### src/sv/sh24_pkg.sv
// Shared types, constants and the SipRound function for the SipHash-2-4 core.
`timescale 1ns / 1ps

package sh24_pkg;

    localparam int unsigned WORD_W      = 64;
    localparam int unsigned ADDR_W      = 5;
    localparam int unsigned QUEUE_DEPTH = 4;

    // register indexes (byte address = 8 * index)
    localparam logic [1:0] REG_KEY_LOW   = 2'd0;
    localparam logic [1:0] REG_KEY_HIGH  = 2'd1;
    localparam logic [1:0] REG_FOLD_CASE = 2'd2;

    localparam logic [WORD_W-1:0] SIP_INIT0     = 64'h736f6d6570736575;
    localparam logic [WORD_W-1:0] SIP_INIT1     = 64'h646f72616e646f6d;
    localparam logic [WORD_W-1:0] SIP_INIT2     = 64'h6c7967656e657261;
    localparam logic [WORD_W-1:0] SIP_INIT3     = 64'h7465646279746573;
    localparam logic [WORD_W-1:0] SIP_FINAL_XOR = 64'h00000000000000ff;

    typedef logic [3:0][WORD_W-1:0] sh24_state_t;

    // one request for the back end
    typedef struct packed {
        logic              start;   // load chain words from key first
        logic              absorb;  // absorb word as a full block
        logic              fin;     // finalise with length/tail block
        logic [7:0]        len;     // message length mod 256
        logic [WORD_W-1:0] word;    // folded, masked message bytes
    } sh24_cmd_t;

    typedef struct packed {
        logic full;
        logic empty;
    } sh24_qstat_t;

    typedef struct packed {
        logic pop;
        logic res_write;
    } sh24_estat_t;

    function automatic sh24_state_t sip_round(input sh24_state_t v);
        logic [WORD_W-1:0] a;
        logic [WORD_W-1:0] b;
        logic [WORD_W-1:0] c;
        logic [WORD_W-1:0] d;
        sh24_state_t       r;
        a = v[0];
        b = v[1];
        c = v[2];
        d = v[3];
        a = a + b;
        b = {b[50:0], b[63:51]};
        b = b ^ a;
        a = {a[31:0], a[63:32]};
        c = c + d;
        d = {d[47:0], d[63:48]};
        d = d ^ c;
        a = a + d;
        d = {d[42:0], d[63:43]};
        d = d ^ a;
        c = c + b;
        b = {b[46:0], b[63:47]};
        b = b ^ c;
        c = {c[31:0], c[63:32]};
        r[0] = a;
        r[1] = b;
        r[2] = c;
        r[3] = d;
        return r;
    endfunction

endpackage

### src/sv/sh24_front.sv
// Front end: accepts message words, folds and masks bytes, tracks length, builds requests.
`timescale 1ns / 1ps

module sh24_front
    import sh24_pkg::*;
(
    input  logic              clk,
    input  logic              rst_n,
    input  logic              push,
    input  logic [WORD_W-1:0] data_word,
    input  logic [3:0]        byte_count,
    input  logic              last_word,
    input  logic              fold_case,
    input  sh24_qstat_t       q_stat,
    output logic              q_write,
    output sh24_cmd_t         q_cmd
);

    logic              open_reg;
    logic              open_next;
    logic [7:0]        len_reg;
    logic [7:0]        len_next;
    logic [7:0]        len_sum;
    logic [3:0]        count;
    logic              is_full;
    logic              closes;
    logic [WORD_W-1:0] word_fm;

    assign is_full = byte_count[3];
    assign count   = is_full ? 4'd8 : byte_count;
    assign closes  = !is_full || last_word;
    assign len_sum = (open_reg ? len_reg : 8'd0) + {4'd0, count};
    assign q_write = push && !q_stat.full;

    // fold upper case and drop bytes beyond the count
    always_comb
    begin
        logic [7:0] b;
        for (int i = 0; i < 8; i++)
        begin
            b = data_word[8*i +: 8];
            if (fold_case && b >= 8'h41 && b <= 8'h5a)
            begin
                b = b + 8'h20;
            end
            if (!is_full && !(3'(i) < byte_count[2:0]))
            begin
                b = 8'h00;
            end
            word_fm[8*i +: 8] = b;
        end
    end

    always_comb
    begin
        q_cmd.start  = !open_reg;
        q_cmd.absorb = is_full;
        q_cmd.fin    = closes;
        q_cmd.len    = len_sum;
        q_cmd.word   = word_fm;
    end

    always_comb
    begin
        open_next = open_reg;
        len_next  = len_reg;
        if (q_write)
        begin
            open_next = !closes;
            len_next  = closes ? 8'd0 : len_sum;
        end
    end

    always_ff @(posedge clk or negedge rst_n)
    begin
        if (!rst_n)
        begin
            open_reg <= 1'b0;
            len_reg  <= 8'd0;
        end
        else
        begin
            open_reg <= open_next;
            len_reg  <= len_next;
        end
    end

endmodule

### src/sv/sh24_queue.sv
// Short request queue between the front end and the round engine.
`timescale 1ns / 1ps

module sh24_queue
    import sh24_pkg::*;
#(
    parameter int unsigned Depth = QUEUE_DEPTH   // 2 and up
)
(
    input  logic        clk,
    input  logic        rst_n,
    input  logic        wr,
    input  sh24_cmd_t   wr_cmd,
    input  logic        rd,
    output sh24_cmd_t   head,
    output sh24_qstat_t stat
);

    localparam int unsigned PtrW = $clog2(Depth);
    localparam int unsigned CntW = $clog2(Depth + 1);

    sh24_cmd_t       mem_reg [Depth];
    logic [PtrW-1:0] wr_ptr_reg;
    logic [PtrW-1:0] wr_ptr_next;
    logic [PtrW-1:0] rd_ptr_reg;
    logic [PtrW-1:0] rd_ptr_next;
    logic [CntW-1:0] cnt_reg;
    logic [CntW-1:0] cnt_next;
    logic            do_wr;
    logic            do_rd;

    assign stat.full  = (cnt_reg == CntW'(Depth));
    assign stat.empty = (cnt_reg == '0);
    assign head       = mem_reg[rd_ptr_reg];
    assign do_wr      = wr && !stat.full;
    assign do_rd      = rd && !stat.empty;

    always_comb
    begin
        wr_ptr_next = wr_ptr_reg;
        rd_ptr_next = rd_ptr_reg;
        cnt_next    = cnt_reg;
        if (do_wr)
        begin
            wr_ptr_next = (wr_ptr_reg == PtrW'(Depth - 1)) ? '0 : wr_ptr_reg + 1'b1;
        end
        if (do_rd)
        begin
            rd_ptr_next = (rd_ptr_reg == PtrW'(Depth - 1)) ? '0 : rd_ptr_reg + 1'b1;
        end
        if (do_wr && !do_rd)
        begin
            cnt_next = cnt_reg + 1'b1;
        end
        else if (do_rd && !do_wr)
        begin
            cnt_next = cnt_reg - 1'b1;
        end
    end

    always_ff @(posedge clk)
    begin
        if (do_wr)
        begin
            mem_reg[wr_ptr_reg] <= wr_cmd;
        end
    end

    always_ff @(posedge clk or negedge rst_n)
    begin
        if (!rst_n)
        begin
            wr_ptr_reg <= '0;
            rd_ptr_reg <= '0;
            cnt_reg    <= '0;
        end
        else
        begin
            wr_ptr_reg <= wr_ptr_next;
            rd_ptr_reg <= rd_ptr_next;
            cnt_reg    <= cnt_next;
        end
    end

endmodule

### src/sv/sh24_engine.sv
// Back end: one SipRound per cycle while a request waits, result register towards the reader.
`timescale 1ns / 1ps

module sh24_engine
    import sh24_pkg::*;
(
    input  logic              clk,
    input  logic              rst_n,
    input  sh24_cmd_t         cmd,
    input  sh24_qstat_t       q_stat,
    input  logic [WORD_W-1:0] key_low,
    input  logic [WORD_W-1:0] key_high,
    input  logic              pop,
    output logic              empty,
    output logic [WORD_W-1:0] hash_value,
    output sh24_estat_t       stat
);

    typedef enum logic [2:0] {
        PH_NEW,
        PH_A1,
        PH_F0,
        PH_F1,
        PH_R
    } phase_t;

    typedef enum logic [2:0] {
        ST_A0,
        ST_A1,
        ST_F0,
        ST_F1,
        ST_R
    } step_t;

    phase_t            ph_reg;
    phase_t            ph_next;
    logic [1:0]        rcnt_reg;
    logic [1:0]        rcnt_next;
    sh24_state_t       v_reg;
    sh24_state_t       v_next;
    logic              res_valid_reg;
    logic              res_valid_next;
    logic [WORD_W-1:0] res_reg;
    logic [WORD_W-1:0] res_next;

    step_t             step;
    sh24_state_t       v_in;
    sh24_state_t       v_pre;
    sh24_state_t       v_rnd;
    sh24_state_t       v_post;
    sh24_state_t       v_init;
    logic [WORD_W-1:0] mblk;
    logic              last_step;
    logic              go;
    logic              done;

    assign v_init[0] = SIP_INIT0 ^ key_low;
    assign v_init[1] = SIP_INIT1 ^ key_high;
    assign v_init[2] = SIP_INIT2 ^ key_low;
    assign v_init[3] = SIP_INIT3 ^ key_high;

    always_comb
    begin
        unique case (ph_reg)
            PH_NEW:  step = cmd.absorb ? ST_A0 : ST_F0;
            PH_A1:   step = ST_A1;
            PH_F0:   step = ST_F0;
            PH_F1:   step = ST_F1;
            PH_R:    step = ST_R;
            default: step = ST_R;
        endcase
    end

    assign last_step = (step == ST_R) && (rcnt_reg == 2'd3);
    // hold the last round while the previous hash still waits
    assign go        = !q_stat.empty && !(last_step && res_valid_reg && !pop);
    assign done      = (step == ST_A1 && !cmd.fin) || last_step;

    always_comb
    begin
        v_in = (ph_reg == PH_NEW && cmd.start) ? v_init : v_reg;
        if (step == ST_A0 || step == ST_A1)
        begin
            mblk = cmd.word;
        end
        else
        begin
            mblk = {cmd.len, 56'd0} | (cmd.absorb ? '0 : cmd.word);
        end
        v_pre = v_in;
        if (step == ST_A0 || step == ST_F0)
        begin
            v_pre[3] = v_in[3] ^ mblk;
        end
        v_rnd  = sip_round(v_pre);
        v_post = v_rnd;
        if (step == ST_A1 || step == ST_F1)
        begin
            v_post[0] = v_rnd[0] ^ mblk;
        end
        if (step == ST_F1)
        begin
            v_post[2] = v_rnd[2] ^ SIP_FINAL_XOR;
        end
    end

    always_comb
    begin
        ph_next        = ph_reg;
        rcnt_next      = rcnt_reg;
        v_next         = v_reg;
        res_next       = res_reg;
        res_valid_next = res_valid_reg && !pop;
        if (go)
        begin
            v_next = v_post;
            unique case (step)
                ST_A0: ph_next = PH_A1;
                ST_A1: ph_next = cmd.fin ? PH_F0 : PH_NEW;
                ST_F0: ph_next = PH_F1;
                ST_F1:
                begin
                    ph_next   = PH_R;
                    rcnt_next = 2'd0;
                end
                ST_R:
                begin
                    rcnt_next = rcnt_reg + 2'd1;
                    if (last_step)
                    begin
                        ph_next        = PH_NEW;
                        res_next       = v_post[0] ^ v_post[1] ^ v_post[2] ^ v_post[3];
                        res_valid_next = 1'b1;
                    end
                end
                default: ph_next = PH_NEW;
            endcase
        end
    end

    assign stat.pop       = go && done;
    assign stat.res_write = go && last_step;
    assign empty          = !res_valid_reg;
    assign hash_value     = res_reg;

    always_ff @(posedge clk)
    begin
        v_reg   <= v_next;
        res_reg <= res_next;
    end

    always_ff @(posedge clk or negedge rst_n)
    begin
        if (!rst_n)
        begin
            ph_reg        <= PH_NEW;
            rcnt_reg      <= 2'd0;
            res_valid_reg <= 1'b0;
        end
        else
        begin
            ph_reg        <= ph_next;
            rcnt_reg      <= rcnt_next;
            res_valid_reg <= res_valid_next;
        end
    end

endmodule

### src/sv/siphash_2_4_keyed_hash_core.sv
// SipHash-2-4 keyed hash core: top level with configuration registers.
// Usage:
//   Input queue side: drive data_word (first byte in bits 7:0), byte_count
//   (0 to 8, above 8 reads as 8) and last_word with push; the request is taken
//   when push is high and full is low. A count below 8 always ends the message.
//   Result side: while empty is low, hash_value holds the oldest hash; pop takes it.
//   Configuration: APB at 8-byte spacing: key_low, key_high, fold_case. Write
//   only while the core is idle.
// Timing:
//   A full word costs two SipRounds, a short closing item six and a full closing
//   item eight. The engine runs one round per cycle while a request waits and
//   no unread hash holds the final round. The hash is registered and appears
//   in the cycle after the last round.
//   The front end keeps taking items into a 4-deep request queue while the
//   engine works; full rises only when that queue is full.
// Stalls and reset:
//   If a hash still waits unread, the engine holds its final round, the queue
//   fills and then full stops the writer. Reset empties queue and result,
//   closes any open message and clears keys and fold_case.
`timescale 1ns / 1ps

module siphash_2_4_keyed_hash_core
    import sh24_pkg::*;
#(
    parameter int unsigned QueueDepth = QUEUE_DEPTH
)
(
    input  logic              clk,
    input  logic              rst_n,
    input  logic              push,
    output logic              full,
    input  logic [WORD_W-1:0] data_word,
    input  logic [3:0]        byte_count,
    input  logic              last_word,
    output logic              empty,
    input  logic              pop,
    output logic [WORD_W-1:0] hash_value,
    input  logic              psel,
    input  logic              penable,
    input  logic              pwrite,
    input  logic [ADDR_W-1:0] paddr,
    input  logic [WORD_W-1:0] pwdata,
    output logic [WORD_W-1:0] prdata,
    output logic              pready
);

    logic [WORD_W-1:0] key_low_reg;
    logic [WORD_W-1:0] key_low_next;
    logic [WORD_W-1:0] key_high_reg;
    logic [WORD_W-1:0] key_high_next;
    logic              fold_reg;
    logic              fold_next;
    logic              cfg_wr;
    logic [1:0]        reg_idx;

    sh24_qstat_t       q_stat;
    sh24_estat_t       e_stat;
    sh24_cmd_t         q_cmd;
    sh24_cmd_t         q_head;
    logic              q_write;

    assign pready  = 1'b1;
    assign cfg_wr  = psel && penable && pwrite && pready;
    assign reg_idx = paddr[4:3];
    assign full    = q_stat.full;

    always_comb
    begin
        key_low_next  = key_low_reg;
        key_high_next = key_high_reg;
        fold_next     = fold_reg;
        if (cfg_wr)
        begin
            unique case (reg_idx)
                REG_KEY_LOW:   key_low_next  = pwdata;
                REG_KEY_HIGH:  key_high_next = pwdata;
                REG_FOLD_CASE: fold_next     = pwdata[0];
                default:       fold_next     = fold_reg;
            endcase
        end
    end

    always_comb
    begin
        unique case (reg_idx)
            REG_KEY_LOW:   prdata = key_low_reg;
            REG_KEY_HIGH:  prdata = key_high_reg;
            REG_FOLD_CASE: prdata = {{(WORD_W-1){1'b0}}, fold_reg};
            default:       prdata = '0;
        endcase
    end

    always_ff @(posedge clk or negedge rst_n)
    begin
        if (!rst_n)
        begin
            key_low_reg  <= '0;
            key_high_reg <= '0;
            fold_reg     <= 1'b0;
        end
        else
        begin
            key_low_reg  <= key_low_next;
            key_high_reg <= key_high_next;
            fold_reg     <= fold_next;
        end
    end

    sh24_front u_front (
        .clk        (clk),
        .rst_n      (rst_n),
        .push       (push),
        .data_word  (data_word),
        .byte_count (byte_count),
        .last_word  (last_word),
        .fold_case  (fold_reg),
        .q_stat     (q_stat),
        .q_write    (q_write),
        .q_cmd      (q_cmd)
    );

    sh24_queue #(
        .Depth (QueueDepth)
    ) u_queue (
        .clk    (clk),
        .rst_n  (rst_n),
        .wr     (q_write),
        .wr_cmd (q_cmd),
        .rd     (e_stat.pop),
        .head   (q_head),
        .stat   (q_stat)
    );

    sh24_engine u_engine (
        .clk        (clk),
        .rst_n      (rst_n),
        .cmd        (q_head),
        .q_stat     (q_stat),
        .key_low    (key_low_reg),
        .key_high   (key_high_reg),
        .pop        (pop),
        .empty      (empty),
        .hash_value (hash_value),
        .stat       (e_stat)
    );

`ifndef SYNTH
    a_pop_needs_request: assert property (@(posedge clk) disable iff (!rst_n)
        e_stat.pop |-> !q_stat.empty)
        else $error("engine retired a request from an empty queue");

    a_queue_flags: assert property (@(posedge clk) disable iff (!rst_n)
        !(q_stat.full && q_stat.empty))
        else $error("queue reports full and empty together");

    a_result_slot_free: assert property (@(posedge clk) disable iff (!rst_n)
        e_stat.res_write |-> (empty || pop))
        else $error("hash written over an unread result");

    a_result_shown: assert property (@(posedge clk) disable iff (!rst_n)
        e_stat.res_write |=> !empty)
        else $error("finished hash not presented");
`endif

endmodule

### config.mk
export PLATFORM = sky130hd
export DESIGN_NAME = siphash_2_4_keyed_hash_core
export DESIGN_NICKNAME = d
export VERILOG_FILES = /design/src/sv/sh24_pkg.sv /design/src/sv/sh24_front.sv /design/src/sv/sh24_queue.sv /design/src/sv/sh24_engine.sv /design/src/sv/siphash_2_4_keyed_hash_core.sv
export SDC_FILE = /design/constraint.sdc
export NUM_CORES = 2
export LEC_CHECK = 0
export BUFFER_PORTS_ARGS = -buffer_cell sky130_fd_sc_hd__buf_4
export CORE_MARGIN = 2
export CORE_UTILIZATION = 40
export DETAILED_ROUTE_END_ITERATION = 12
export HOLD_SLACK_MARGIN = 0.06
export PLACE_DENSITY = 0.65
export SLEW_MARGIN = 10
export SYNTH_ARGS = -nofsm -noshare
export SYNTH_HDL_FRONTEND = slang
export SYNTH_SLANG_ARGS = --single-unit
### constraint.sdc
create_clock -name clk -period 27.6 [get_ports clk]
set_input_delay 1.38 -clock clk [delete_from_list [all_inputs] [get_ports clk]]
set_output_delay 1.38 -clock clk [all_outputs]
set_load 0.01 [all_outputs]
==> summary.txt <==
Run status
  – Run status: finished clean

Final layout
  – Final-layout fill cell count: 12200
  – Max FFs per register: 300
  – Fraction of final layout cells with drive strength greater than 1: 0.154
  – Total Nets Final: 5606
  – P&R area growth vs syn: 14.8%

Synthesis
  – Synthesized netlist cell count: 4910
  – Ys Warns: 0
  – Synth top area cells: edfxtp_1, xnor2_1, dfrtp_1
  – Ys flop type: edfxtp_1
  – Synthesized netlist net count: 5324
  – Flip-flop and latch count after synthesis: 771
  – Mapped Avg Cell Area: 10.6 um^2
  – Distinct cells, synth: 95
  – Share of synthesized flip-flops with an asynchronous set or reset: 0.196
  – Most repeated cell in the gate-level netlist after synthesis: edfxtp_1
  – Number of enable flip-flop cells after synthesis: 620
  – Fraction of the yosys area taken by sequential cells: 0.429
  – Share of the synthesized area in the top cell type: 0.356
  – Post-synth top area cell: edfxtp_1
  – Top cells by instance count after synthesis: edfxtp_1, xnor2_1, nand2_1
  – Syn Std Cell Area: 52200 um^2

Routing
  – Routed wire length per instance: 38.4 um
  – Top routing layer in use: met5
  – Total number of vias: 42500
  – Violation count after the first detailed-route iteration: 5748
  – Number of remaining DRC errors: 0
  – 1st-pass router iterations: 6
  – Total met2 wirelength after detailed routing: around 110000 um
  – Routed length on met1: 113000 um
  – Met3 Wirelength: 25200 um
  – Final wirelength: 269000 um
  – Count of nets left with antenna violations after detail routing: 0
  – Average via count per standard cell: around 6

STA
  – Tcrit/Tclk final: 0.467
  – Worst-margin pin slew: 1.38 ns
  – Peak Freq: around 78 MHz
  – Relative slew margins: 0.0709
  – Number of hold violations in the final report: 0
  – Final-report setup violation count: 0
  – Worst-case clock skew: 0.0545 ns
  – Max-slew violations: 0
  – Setup repair after global routing missed its margin: no
  – Minimum period implied by the final worst setup slack: 12.90 ns
  – Setup Total Neg Slack: 0 ns

Global route
  – GRT Total Usage: 0.398
  – Leftover overflow at the end of global routing: 0
  – Wire length of the first global-routing pass: 352000 um
  – Via count of the first global-routing pass: 39800
  – Largest net degree at the start of global routing: 143
  – Initial antenna violation count: 22

Critical path
  – Critical register-to-register path endpoint: u_engine.hash_value[19]$_DFFE_PP_
  – Required time worst endpoint: 28.04 ns
  – Reg2reg setup slack: 14.70 ns
  – Type of the worst setup path: flop to flop
  – Critical Path Start Type: flop
  – Beginning of the worst register-to-register path: u_queue.rd_ptr_reg[0]$_DFFE_PN0P_
  – Register-to-Register Path Depth: 27
  – Signal arrival time at the worst endpoint: 13.34 ns
  – Kind of capture point of the worst setup path: flop
  – Largest fanout of any net on the critical path: 60

Floorplanning
  – Horizontal extent of the die: 365 um
  – Initial Utilization: 0.403
  – Row count: 132
  – Std-Cell Core Area: 130000 um^2
  – Die area: 134000 um^2
  – Total I/O pin count: 276
  – Chip Height: ~370 um

Placed design
  – Global placement routability congestion: 1.09
  – PortBufs: 271
  – Post-detailed-placement half-perimeter wirelength: 228000 um

CTS
  – Number of buffers inserted to repair setup after CTS: 0
  – Number of buffers created by CTS: 89
  – Clk pin slew, worst setup/hold paths: 0.06 ns
  – Source-to-sink clock delay at the later pin of the worst-skew pair: ~0.75 ns
  – Total number of clock tree sinks: 771
  – Clock Tree Root: clkbuf_16
  – H-Tree Level Count: 3
  – Bufs on Longest Clock Path: 3
  – TritonCTS clock tree: built
  – Post-CTS Hold Fix Bufs: 0
  – CTS resizes: 0

Worst hold path
  – Worst-case hold path end point: u_front.len_reg[3]$_DFFE_PN0P_
  – HP Start: u_front.len_reg[3]$_DFFE_PN0P_
  – Hold Crit Class: flop to flop
  – Cell count of the worst hold path: 2

Flow run
  – Max-cap violations: 0
==> worst max-delay path, stage by stage (launching register included) <==
cell      delay, ns
dfrtp_4        0.82
mux4_2         0.83
nand2_8        0.43
buf_4          0.57
nor2_1         0.18
a21oi_1        0.18
xor2_1         0.64
ha_1           0.40
and4_1         0.28
a221o_1        0.38
nor4_1         0.81
nor3_2         0.15
nor2_1         0.45
o31ai_4        0.26
a21boi_2       0.44
o31ai_4        0.10
xor2_2         0.78
ha_1           0.36
nand4_1        0.29
nor4bb_1       1.04
o311a_1        0.58
nor3_1         0.19
o41a_1         0.52
o21bai_1       0.21
xor2_1         0.45
xnor2_1        0.33
xnor2_1        0.23
xnor2_1        0.49
==> how the worst max path moves through the flow <==
stage | start | to | slack, ns | cells after the start
after floorplan | pop | u_engine.hash_value[0]$_DFFE_PP_ | 8.80 | 4
after global placement | u_queue.rd_ptr_reg[0]$_DFFE_PN0P_ | u_engine.v_reg[61]$_DFFE_PP_ | 15.15 | 28
after detailed placement | u_queue.rd_ptr_reg[0]$_DFFE_PN0P_ | u_engine.hash_value[19]$_DFFE_PP_ | 15.24 | 26
after CTS | u_queue.rd_ptr_reg[0]$_DFFE_PN0P_ | u_engine.hash_value[19]$_DFFE_PP_ | 15.17 | 26
after global routing | u_queue.rd_ptr_reg[0]$_DFFE_PN0P_ | u_engine.hash_value[30]$_DFFE_PP_ | 14.60 | 30
final | u_queue.rd_ptr_reg[0]$_DFFE_PN0P_ | u_engine.hash_value[19]$_DFFE_PP_ | 14.70 | 27
==> final cells by class <==
class                   instances  area, um^2  share of cell area
diodes                          4        10.0            0.000167
clock buffers                 110        2440              0.0407
clock inverters                58         732              0.0122
inverters                     182         684              0.0114
multi-input cells            3776       28700               0.478
flip-flops and latches        771       22400               0.374
well taps                    1742        2180              0.0364
repair buffers                372        2820              0.0471
==> metrics by stage <==
step	instance area, um^2	hold WS [ns]	std cells	utilization	setup WS [ns]
after floorplan	52200	0.430	4910	-	8.80
after global routing	60000	0.491	7012	0.462	14.60
after CTS	59900	0.463	7011	0.462	15.17
after global placement	56800	0.448	6843	0.438	15.15
after detailed placement	56800	0.450	6843	0.438	15.24
final	60000	0.463	7015	0.462	14.70
==> layer usage <==
layer | up-vias | track usage
met5 | - | 0
met1 | 21400 | 0.549
met4 | 10 | 0.241
met3 | 440 | 0.0785
met2 | 2356 | 0.574
li1 | 18400 | -
==> cells in the final DEF, fill, tap and decap left out, drive strengths merged, types with 59 or more instances in the layout <==
cell type,n
edfxtp,620
xnor2,526
nand2,522
buf,372
a21oi,353
nor2,286
xor2,285
ha,263
o21ai,229
a21o,192
inv,187
dfrtp,151
mux2,130
clkbuf,110
mux2i,90
nor2b,87
mux4,75
o21bai,59
==> logic make-up after synthesis <==
kind of cell	synth area share
xor+xnor	0.154
simple gates	0.110
mux	0.0776
fa+ha+maj	0.0659
flops	0.429
buf+inv	0.0267
other cells	0.0000718
compound gates	0.137
Power is left out: the tool's default activity adds up to more than one toggle a clock period on the data nets, which glitch-free logic cannot reach.
